===== src/design/mfdr_pkg.sv =====
// Shared types and constants for the mesh flooding router with duplicate suppression.
// Used by mesh_flood_dedup_router and its checker; depends on nothing.

package mfdr_pkg;

   // Default sizes
   localparam int SEEN_DEPTH     = 32;
   localparam int LISTENER_SLOTS = 10;

   // Field widths
   localparam int SRC_W     = 16;
   localparam int NONCE_W   = 8;
   localparam int DEST_W    = 16;
   localparam int KIND_W    = 2;
   localparam int HOP_W     = 8;
   localparam int CHANNEL_W = 4;
   localparam int VERDICT_W = 3;
   localparam int ENTRY_W   = SRC_W + NONCE_W;

   // Configuration port
   localparam int CSR_INDEX_W = 3;
   localparam int CSR_DATA_W  = 64;
   localparam int LIST_HI_W   = 32;
   localparam int SLOT_W      = 16;
   localparam int SLOT_VEC_W  = 2 * CSR_DATA_W + LIST_HI_W;

   localparam logic [SLOT_W-1:0] EMPTY_SLOT = 16'hFFFF;

   // Register reset values
   localparam logic [HOP_W-1:0]      HOP_LIMIT_RESET = 8'd8;
   localparam logic [CSR_DATA_W-1:0] LIST_RESET      = '1;
   localparam logic [LIST_HI_W-1:0]  LIST_HI_RESET   = '1;

   typedef enum logic [CSR_INDEX_W-1:0] {
      CSR_HOP_LIMIT = 3'd0,
      CSR_LIST_LOW  = 3'd1,
      CSR_LIST_MID  = 3'd2,
      CSR_LIST_HIGH = 3'd3
   } csr_index_type;

   typedef enum logic [KIND_W-1:0] {
      KIND_P2P       = 2'd0,
      KIND_BROADCAST = 2'd1,
      KIND_OTHER_A   = 2'd2,
      KIND_OTHER_B   = 2'd3
   } kind_type;

   typedef enum logic [VERDICT_W-1:0] {
      VERDICT_DUPLICATE     = 3'd0,
      VERDICT_DELIVERED     = 3'd1,
      VERDICT_DELIVERED_FWD = 3'd2,
      VERDICT_FORWARDED     = 3'd3,
      VERDICT_HOP_LIMIT     = 3'd4,
      VERDICT_TYPE_DROPPED  = 3'd5
   } verdict_type;

endpackage


===== src/design/mesh_flood_dedup_router.sv =====
// Top level of the mesh flooding router: duplicate filter over a ring of seen
// (source, nonce) pairs held in one synchronous memory, plus the routing decision.
// Depends on mfdr_pkg.
//
//  port group | direction | handshake            | payload
//  -----------+-----------+----------------------+----------------------------------
//  req_*      | in        | req_valid/req_stall  | source_id, packet_nonce, dest_id,
//             |           |                      | kind, hop_count
//  rsp_*      | out       | rsp_valid/rsp_stall  | deliver, channel, forward, verdict
//  csr_*      | in        | csr_valid/csr_ready  | csr_index, csr_wdata
//
// The memory scan reads one ring entry per cycle through its single read port until all
// SEEN_DEPTH entries are read; each read entry is registered and compared, and the decision
// is then made in ST_FINISH. No new item is accepted until the sequencer is back in ST_IDLE.
// Reset is synchronous; it clears the ring's valid bits at once, so no clearing pass
// is needed and an entry never written reads as zero.
// A stalled result is held in the output register; a new item is still accepted and
// scanned, and only its final write-back waits for the output register to free up.

module mesh_flood_dedup_router #(
   parameter int SEEN_DEPTH     = mfdr_pkg::SEEN_DEPTH,
   parameter int LISTENER_SLOTS = mfdr_pkg::LISTENER_SLOTS
) (
   input  logic                                clock,
   input  logic                                reset,

   input  logic                                req_valid,
   output logic                                req_stall,
   input  logic [mfdr_pkg::SRC_W-1:0]          req_source_id,
   input  logic [mfdr_pkg::NONCE_W-1:0]        req_packet_nonce,
   input  logic [mfdr_pkg::DEST_W-1:0]         req_dest_id,
   input  logic [mfdr_pkg::KIND_W-1:0]         req_kind,
   input  logic [mfdr_pkg::HOP_W-1:0]          req_hop_count,

   output logic                                rsp_valid,
   input  logic                                rsp_stall,
   output logic                                rsp_deliver,
   output logic [mfdr_pkg::CHANNEL_W-1:0]      rsp_channel,
   output logic                                rsp_forward,
   output logic [mfdr_pkg::VERDICT_W-1:0]      rsp_verdict,

   input  logic                                csr_valid,
   output logic                                csr_ready,
   input  logic [mfdr_pkg::CSR_INDEX_W-1:0]    csr_index,
   input  logic [mfdr_pkg::CSR_DATA_W-1:0]     csr_wdata
);

   localparam int AW = (SEEN_DEPTH > 1) ? $clog2(SEEN_DEPTH) : 1;
   localparam int CW = $clog2(SEEN_DEPTH + 1);

   typedef enum logic [1:0] {
      ST_IDLE,
      ST_SCAN,
      ST_FINISH
   } state_type;

   // Configuration registers
   logic [mfdr_pkg::HOP_W-1:0]      hop_limit_ff;
   logic [mfdr_pkg::CSR_DATA_W-1:0] list_low_ff;
   logic [mfdr_pkg::CSR_DATA_W-1:0] list_mid_ff;
   logic [mfdr_pkg::LIST_HI_W-1:0]  list_high_ff;

   // Ring memory and its valid bits
   logic [mfdr_pkg::ENTRY_W-1:0] seen_mem [SEEN_DEPTH];
   logic [SEEN_DEPTH-1:0]        seen_vld_ff;
   logic [mfdr_pkg::ENTRY_W-1:0] rd_data_ff;
   logic                         rd_vld_ff;
   logic                         rd_live_ff;

   // Sequencer and captured item
   state_type                    state_ff;
   logic [CW-1:0]                scan_cnt_ff;
   logic [AW-1:0]                ring_ptr_ff;
   logic                         seen_ff;
   logic [mfdr_pkg::ENTRY_W-1:0] key_ff;
   logic [mfdr_pkg::DEST_W-1:0]  dest_ff;
   logic [mfdr_pkg::KIND_W-1:0]  kind_ff;
   logic [mfdr_pkg::HOP_W-1:0]   hops_ff;

   // Output register
   logic                            rsp_valid_ff;
   logic                            rsp_deliver_ff;
   logic [mfdr_pkg::CHANNEL_W-1:0]  rsp_channel_ff;
   logic                            rsp_forward_ff;
   logic [mfdr_pkg::VERDICT_W-1:0]  rsp_verdict_ff;

   // Combinational next values
   logic                            scan_rd_in;
   logic [AW-1:0]                   scan_addr_in;
   logic                            hit_in;
   logic                            out_free_in;
   logic                            finish_in;
   logic                            write_in;
   logic [AW-1:0]                   ring_ptr_in;
   logic [mfdr_pkg::SLOT_VEC_W-1:0] slots_in;
   logic                            match_in;
   logic [mfdr_pkg::CHANNEL_W-1:0]  chan_in;
   logic                            under_in;
   logic                            deliver_in;
   logic [mfdr_pkg::CHANNEL_W-1:0]  channel_in;
   logic                            forward_in;
   mfdr_pkg::verdict_type           verdict_in;

   assign req_stall   = (state_ff != ST_IDLE);
   assign csr_ready   = 1'b1;
   assign rsp_valid   = rsp_valid_ff;
   assign rsp_deliver = rsp_deliver_ff;
   assign rsp_channel = rsp_channel_ff;
   assign rsp_forward = rsp_forward_ff;
   assign rsp_verdict = rsp_verdict_ff;

   // Take configuration writes; ignore unknown indexes
   always_ff @(posedge clock) begin
      if (reset) begin
         hop_limit_ff <= mfdr_pkg::HOP_LIMIT_RESET;
         list_low_ff  <= mfdr_pkg::LIST_RESET;
         list_mid_ff  <= mfdr_pkg::LIST_RESET;
         list_high_ff <= mfdr_pkg::LIST_HI_RESET;
      end else if (csr_valid && csr_ready) begin
         case (csr_index)
            mfdr_pkg::CSR_HOP_LIMIT: hop_limit_ff <= csr_wdata[mfdr_pkg::HOP_W-1:0];
            mfdr_pkg::CSR_LIST_LOW:  list_low_ff  <= csr_wdata;
            mfdr_pkg::CSR_LIST_MID:  list_mid_ff  <= csr_wdata;
            mfdr_pkg::CSR_LIST_HIGH: list_high_ff <= csr_wdata[mfdr_pkg::LIST_HI_W-1:0];
            default: ;
         endcase
      end
   end

   // Scan control: one read per cycle, then compare the registered entry
   assign scan_rd_in   = (state_ff == ST_SCAN) && (scan_cnt_ff < CW'(SEEN_DEPTH));
   assign scan_addr_in = scan_cnt_ff[AW-1:0];
   assign hit_in       = rd_live_ff &&
                         ((rd_vld_ff ? rd_data_ff : '0) == key_ff);

   assign out_free_in = !rsp_valid_ff || !rsp_stall;
   assign finish_in   = (state_ff == ST_FINISH) && out_free_in;
   assign write_in    = finish_in && !seen_ff;
   assign ring_ptr_in = (ring_ptr_ff == AW'(SEEN_DEPTH - 1)) ? '0 : ring_ptr_ff + 1'b1;

   // Write the new pair back at the ring pointer
   always_ff @(posedge clock) begin
      if (write_in) begin
         seen_mem[ring_ptr_ff] <= key_ff;
      end
   end

   // Read one ring entry; data is registered
   always_ff @(posedge clock) begin
      if (scan_rd_in) begin
         rd_data_ff <= seen_mem[scan_addr_in];
      end
   end

   // Valid bits: clear at reset, set on write, read alongside the memory
   always_ff @(posedge clock) begin
      if (reset) begin
         seen_vld_ff <= '0;
         rd_vld_ff   <= 1'b0;
         rd_live_ff  <= 1'b0;
      end else begin
         if (write_in) begin
            seen_vld_ff[ring_ptr_ff] <= 1'b1;
         end
         rd_vld_ff  <= seen_vld_ff[scan_addr_in];
         rd_live_ff <= scan_rd_in;
      end
   end

   // Find the lowest listener slot that matches the destination
   always_comb begin
      slots_in = {list_high_ff, list_mid_ff, list_low_ff};
      match_in = 1'b0;
      chan_in  = '0;
      for (int i = LISTENER_SLOTS - 1; i >= 0; i--) begin
         if (slots_in[i*mfdr_pkg::SLOT_W +: mfdr_pkg::SLOT_W] != mfdr_pkg::EMPTY_SLOT &&
             slots_in[i*mfdr_pkg::SLOT_W +: mfdr_pkg::SLOT_W] == dest_ff) begin
            match_in = 1'b1;
            chan_in  = mfdr_pkg::CHANNEL_W'(i);
         end
      end
   end

   // Routing decision
   always_comb begin
      under_in   = (hops_ff < hop_limit_ff);
      deliver_in = 1'b0;
      channel_in = '0;
      forward_in = 1'b0;
      verdict_in = mfdr_pkg::VERDICT_DUPLICATE;
      priority if (seen_ff) begin
         verdict_in = mfdr_pkg::VERDICT_DUPLICATE;
      end else if (match_in) begin
         deliver_in = 1'b1;
         channel_in = chan_in;
         if (kind_ff == mfdr_pkg::KIND_BROADCAST && under_in) begin
            forward_in = 1'b1;
            verdict_in = mfdr_pkg::VERDICT_DELIVERED_FWD;
         end else begin
            verdict_in = mfdr_pkg::VERDICT_DELIVERED;
         end
      end else if (!under_in) begin
         verdict_in = mfdr_pkg::VERDICT_HOP_LIMIT;
      end else if (kind_ff == mfdr_pkg::KIND_P2P || kind_ff == mfdr_pkg::KIND_BROADCAST) begin
         forward_in = 1'b1;
         verdict_in = mfdr_pkg::VERDICT_FORWARDED;
      end else begin
         verdict_in = mfdr_pkg::VERDICT_TYPE_DROPPED;
      end
   end

   // Sequencer, captured item and output register
   always_ff @(posedge clock) begin
      if (reset) begin
         state_ff     <= ST_IDLE;
         scan_cnt_ff  <= '0;
         ring_ptr_ff  <= '0;
         seen_ff      <= 1'b0;
         rsp_valid_ff <= 1'b0;
      end else begin
         // Drop the result once taken, unless a new one replaces it
         if (rsp_valid_ff && !rsp_stall && !finish_in) begin
            rsp_valid_ff <= 1'b0;
         end

         // Accumulate hits while the scan runs
         if (hit_in) begin
            seen_ff <= 1'b1;
         end

         unique case (state_ff)
            ST_IDLE: begin
               if (req_valid) begin
                  key_ff      <= {req_source_id, req_packet_nonce};
                  dest_ff     <= req_dest_id;
                  kind_ff     <= req_kind;
                  hops_ff     <= req_hop_count;
                  seen_ff     <= 1'b0;
                  scan_cnt_ff <= '0;
                  state_ff    <= ST_SCAN;
               end
            end
            ST_SCAN: begin
               // Advance the read address; leave after the last compare
               if (scan_rd_in) begin
                  scan_cnt_ff <= scan_cnt_ff + 1'b1;
               end else begin
                  state_ff <= ST_FINISH;
               end
            end
            ST_FINISH: begin
               // Hold until the output register can take the result
               if (out_free_in) begin
                  rsp_valid_ff   <= 1'b1;
                  rsp_deliver_ff <= deliver_in;
                  rsp_channel_ff <= channel_in;
                  rsp_forward_ff <= forward_in;
                  rsp_verdict_ff <= verdict_in;
                  if (!seen_ff) begin
                     ring_ptr_ff <= ring_ptr_in;
                  end
                  state_ff <= ST_IDLE;
               end
            end
            default: state_ff <= ST_IDLE;
         endcase
      end
   end

endmodule


===== config.mk =====
export PLATFORM = sky130hd
export DESIGN_NAME = mesh_flood_dedup_router
export DESIGN_NICKNAME = d
export VERILOG_FILES = /design/src/design/mfdr_pkg.sv /design/src/design/mesh_flood_dedup_router.sv
export SDC_FILE = /design/constraint.sdc
export NUM_CORES = 1
export LEC_CHECK = 0
export BUFFER_PORTS_ARGS = -buffer_cell sky130_fd_sc_hd__buf_4
export CORE_ASPECT_RATIO = 2
export CORE_UTILIZATION = 55
export CTS_CLUSTER_SIZE = 24
export DETAILED_ROUTE_END_ITERATION = 8
export GPL_ROUTABILITY_DRIVEN = 0
export PLACE_DENSITY = 0.72
export SETUP_SLACK_MARGIN = 0.15
export SYNTH_ARGS = -nofsm -noshare
export SYNTH_HDL_FRONTEND = slang
export SYNTH_SLANG_ARGS = --single-unit

===== constraint.sdc =====
create_clock -name clock -period 11 [get_ports clock]
set_input_delay 1.65 -clock clock [delete_from_list [all_inputs] [get_ports clock]]
set_output_delay 1.65 -clock clock [all_outputs]
set_load 0.01 [all_outputs]

==> flow_summary.toml <==
[run_status]
outcome = "finished, final reports clean"

[worst_setup_path]
crit_path_end = "rd_data_ff[3]"
ff2ff_path_depth = 5
startpoint = "scan_cnt_ff[1]"
required_ns = 11.42
r2r-end = "rd_data_ff[3]"
critPathMaxFanout = 54
path_class = "reg -> reg"
rrSetupSlack_ns = 7.03
endpoint_kind = "flop"
startpoint_type = "flop"
cp_data_arrival_time_ns = 4.38
r2r-start = "scan_cnt_ff[1]"

[timing]
fin_setup_tns_ns = 0
setup_violations = 0
fmax_ghz = 0.252
rsz0062_at_grt = "no"
layout_min_cycle_time_ns = 3.97
worst_pin_slew_ns = 1.42
layout_worst_path_cycle_share = 0.361
skew_ns = 0.0177
slew-limit-headroom = 0.0508
maxSlewViolCount = 0
finalHoldViolCount = 0

[yosys]
synthTopCellsByCount = "edfxtp_1 (850), mux4_2 (250), nand2_1 (233)"
yosysTopAreaCell = "edfxtp_1"
yosysSeqAreaShare = 0.700
syn-num-nets = 2647
postSynthCellCount = 2512
synth.top_cell.area_share = 0.598
synth_edf_count = 850
synthArstFlopShare = 0
yosysWarnings = 0
synthTopCellsByArea = "edfxtp_1 (60%), mux4_2 (13%), dfxtp_1 (10%)"
syn_avg_cell_area_um2 = 17.0
ys_types = 62
synthesis.area_um2 = 42700
synth_seq_cells = 1067
synth.most_common_cell = "edfxtp_1"
synth-main-ff-cell = "edfxtp_1"

[clock_network]
ctsHoldBuffers = 0
cts_root_buf = "clkbuf_16"
cts_tree = "done"
cts_max_level = 3
clock-sinks = 1067
clk_pin_slew_ns = 0.07
cts_made_buffers = 87
cts_buffer_depth = 3
clock_latency_ns = 0.66
post_cts_buffers = 0
cts_resized = 0

[die]
die_area_um2 = 78800
num_rows = 144
coreArea_um2 = 76900
die_width_um = 199
die_h_um = 396
ios = 134
initial_utilization = 0.555

[detailed_routing]
wirelength_um = 104000
ant_nets = 0
vias = 23054
drt_pass1_iterations = 6
drt_iter0_drc = 2016
viasPerCell = 6.20
drc_errors = 0
drt-wirelength-per-cell_um = 28.1

[cells_and_area]
layout-area-overhead-vs-synth_pct = 12.2
multiInputGateArea_um2 = 12400
fill_cells = 5392
final_cells = 3721
nNetsFinal = 2761
seqCellArea_um2 = 29900
final_core_util = 0.623
drive_gt1_frac = 0.229

[global_route]
gr-total-overflow = 0
antenna_found_initial = 0
grt_max_degree = 116
grt_util_all_layers = 0.274
grt_pass1_wl_um = 154000
grt_pass1_vias = 23810

[placed_design]
hpwl_um = 66800
portBuffers = 132
dp_cells = 3559

[worst_hold_path]
hold_class = "reg -> reg"
hp-start = "hop_limit_ff[0]"

[job]
drv_cap = 0

[power]
power.density_nw_per_um2 = 170
cellLeakagePower_uw = 0.0154
total_power_uw = 8140
ir_drop_v = 0.000157
[how the worst min path moves through the flow]
stage,to,slack [ns],depth (start not counted)
2_1_floorplan,seen_vld_ff[10],0.43,2
3_3_place_gp,seen_vld_ff[27],0.44,2
3_5_place_dp,hop_limit_ff[0],0.45,2
4_1_cts,hop_limit_ff[0],0.46,2
5_1_grt,hop_limit_ff[0],0.48,2
6_report,hop_limit_ff[0],0.46,2
[layout make-up]
| class | instances | area share |
|---|---|---|
| diodes | 1 | 0.0000522 |
| clock buffers | 118 | 0.0503 |
| clock inverters | 43 | 0.0129 |
| inverters | 24 | 0.00188 |
| multi-input cells | 1276 | 0.258 |
| flip-flops and latches | 1067 | 0.624 |
| well taps | 1022 | 0.0267 |
| repair buffers | 170 | 0.0269 |
[layout by cell type, fill, tap and decap left out, drive strengths merged, types with 5 or more instances in the layout]
cell      instances
a211o            65
a21oi            19
buf             170
bufinv           15
clkbuf          118
clkinv           19
clkinvlp          7
dfxtp           217
edfxtp          850
ha               13
inv              26
mux2             25
mux4            250
nand2           233
nand3            12
nand3b          100
nand4            50
nor2            134
nor2b            68
nor3              6
nor4             55
o21ai             7
o22ai             8
o31ai             5
xnor2             6
xor2            162
[per-stage QoR]
stage | worst slack [ns] | area, um2 | hold WS, ns
3_5_place_dp | 6.71 | 44900 | 0.453
3_3_place_gp | 6.82 | 44900 | 0.443
2_1_floorplan | 6.21 | 42700 | 0.435
5_1_grt | 6.89 | 47900 | 0.484
4_1_cts | 6.99 | 47900 | 0.463
6_report | 7.03 | 47900 | 0.459
[logic make-up (layout without fill, tap and decap cells)]
kind of cell	Yosys count	in the layout	synth area share
DFF	1067	1067	0.700
and+or+nand+nor	681	681	0.0814
muxes	276	276	0.139
buffers and inverters	169	355	0.0172
xor gates and xnor gates	168	168	0.0345
AOI/OAI and AO/OA	137	137	0.0247
adders and majority gates	13	13	0.00381
other	1	2	0.0000878
[worst max-delay path: stages, from the launching register on]
cell	delay, ns
dfxtp_4	0.77
buf_4	0.75
buf_4	0.71
mux4_2	0.48
mux4_2	0.62
mux2_2	0.30
[sequential cells by signal, summed over array words and instances, names as in the netlist, 6 cells and up]
name,cells
dest_ff,16
hop_limit_ff,8
hops_ff,8
key_ff,24
list_high_ff,32
list_low_ff,64
list_mid_ff,64
rd_data_ff,24
scan_cnt_ff,6
seen_mem,768
seen_vld_ff,32
[per-layer routing]
metal  share of wire  up-vias  track usage
li1                -     9963            -
met1            0.36    11879        0.331
met2            0.52      976        0.472
met3           0.058      236       0.0358
met4           0.062        0        0.158
met5               0        -            0
[power breakdown]
part | internal (uW) | switching, uW | total, uW
Combinational | 177 | 215 | 392
Sequential | 4370 | 56.2 | 4430
Clock | 1900 | 1420 | 3320
Power figures use the tool's default switching activity.
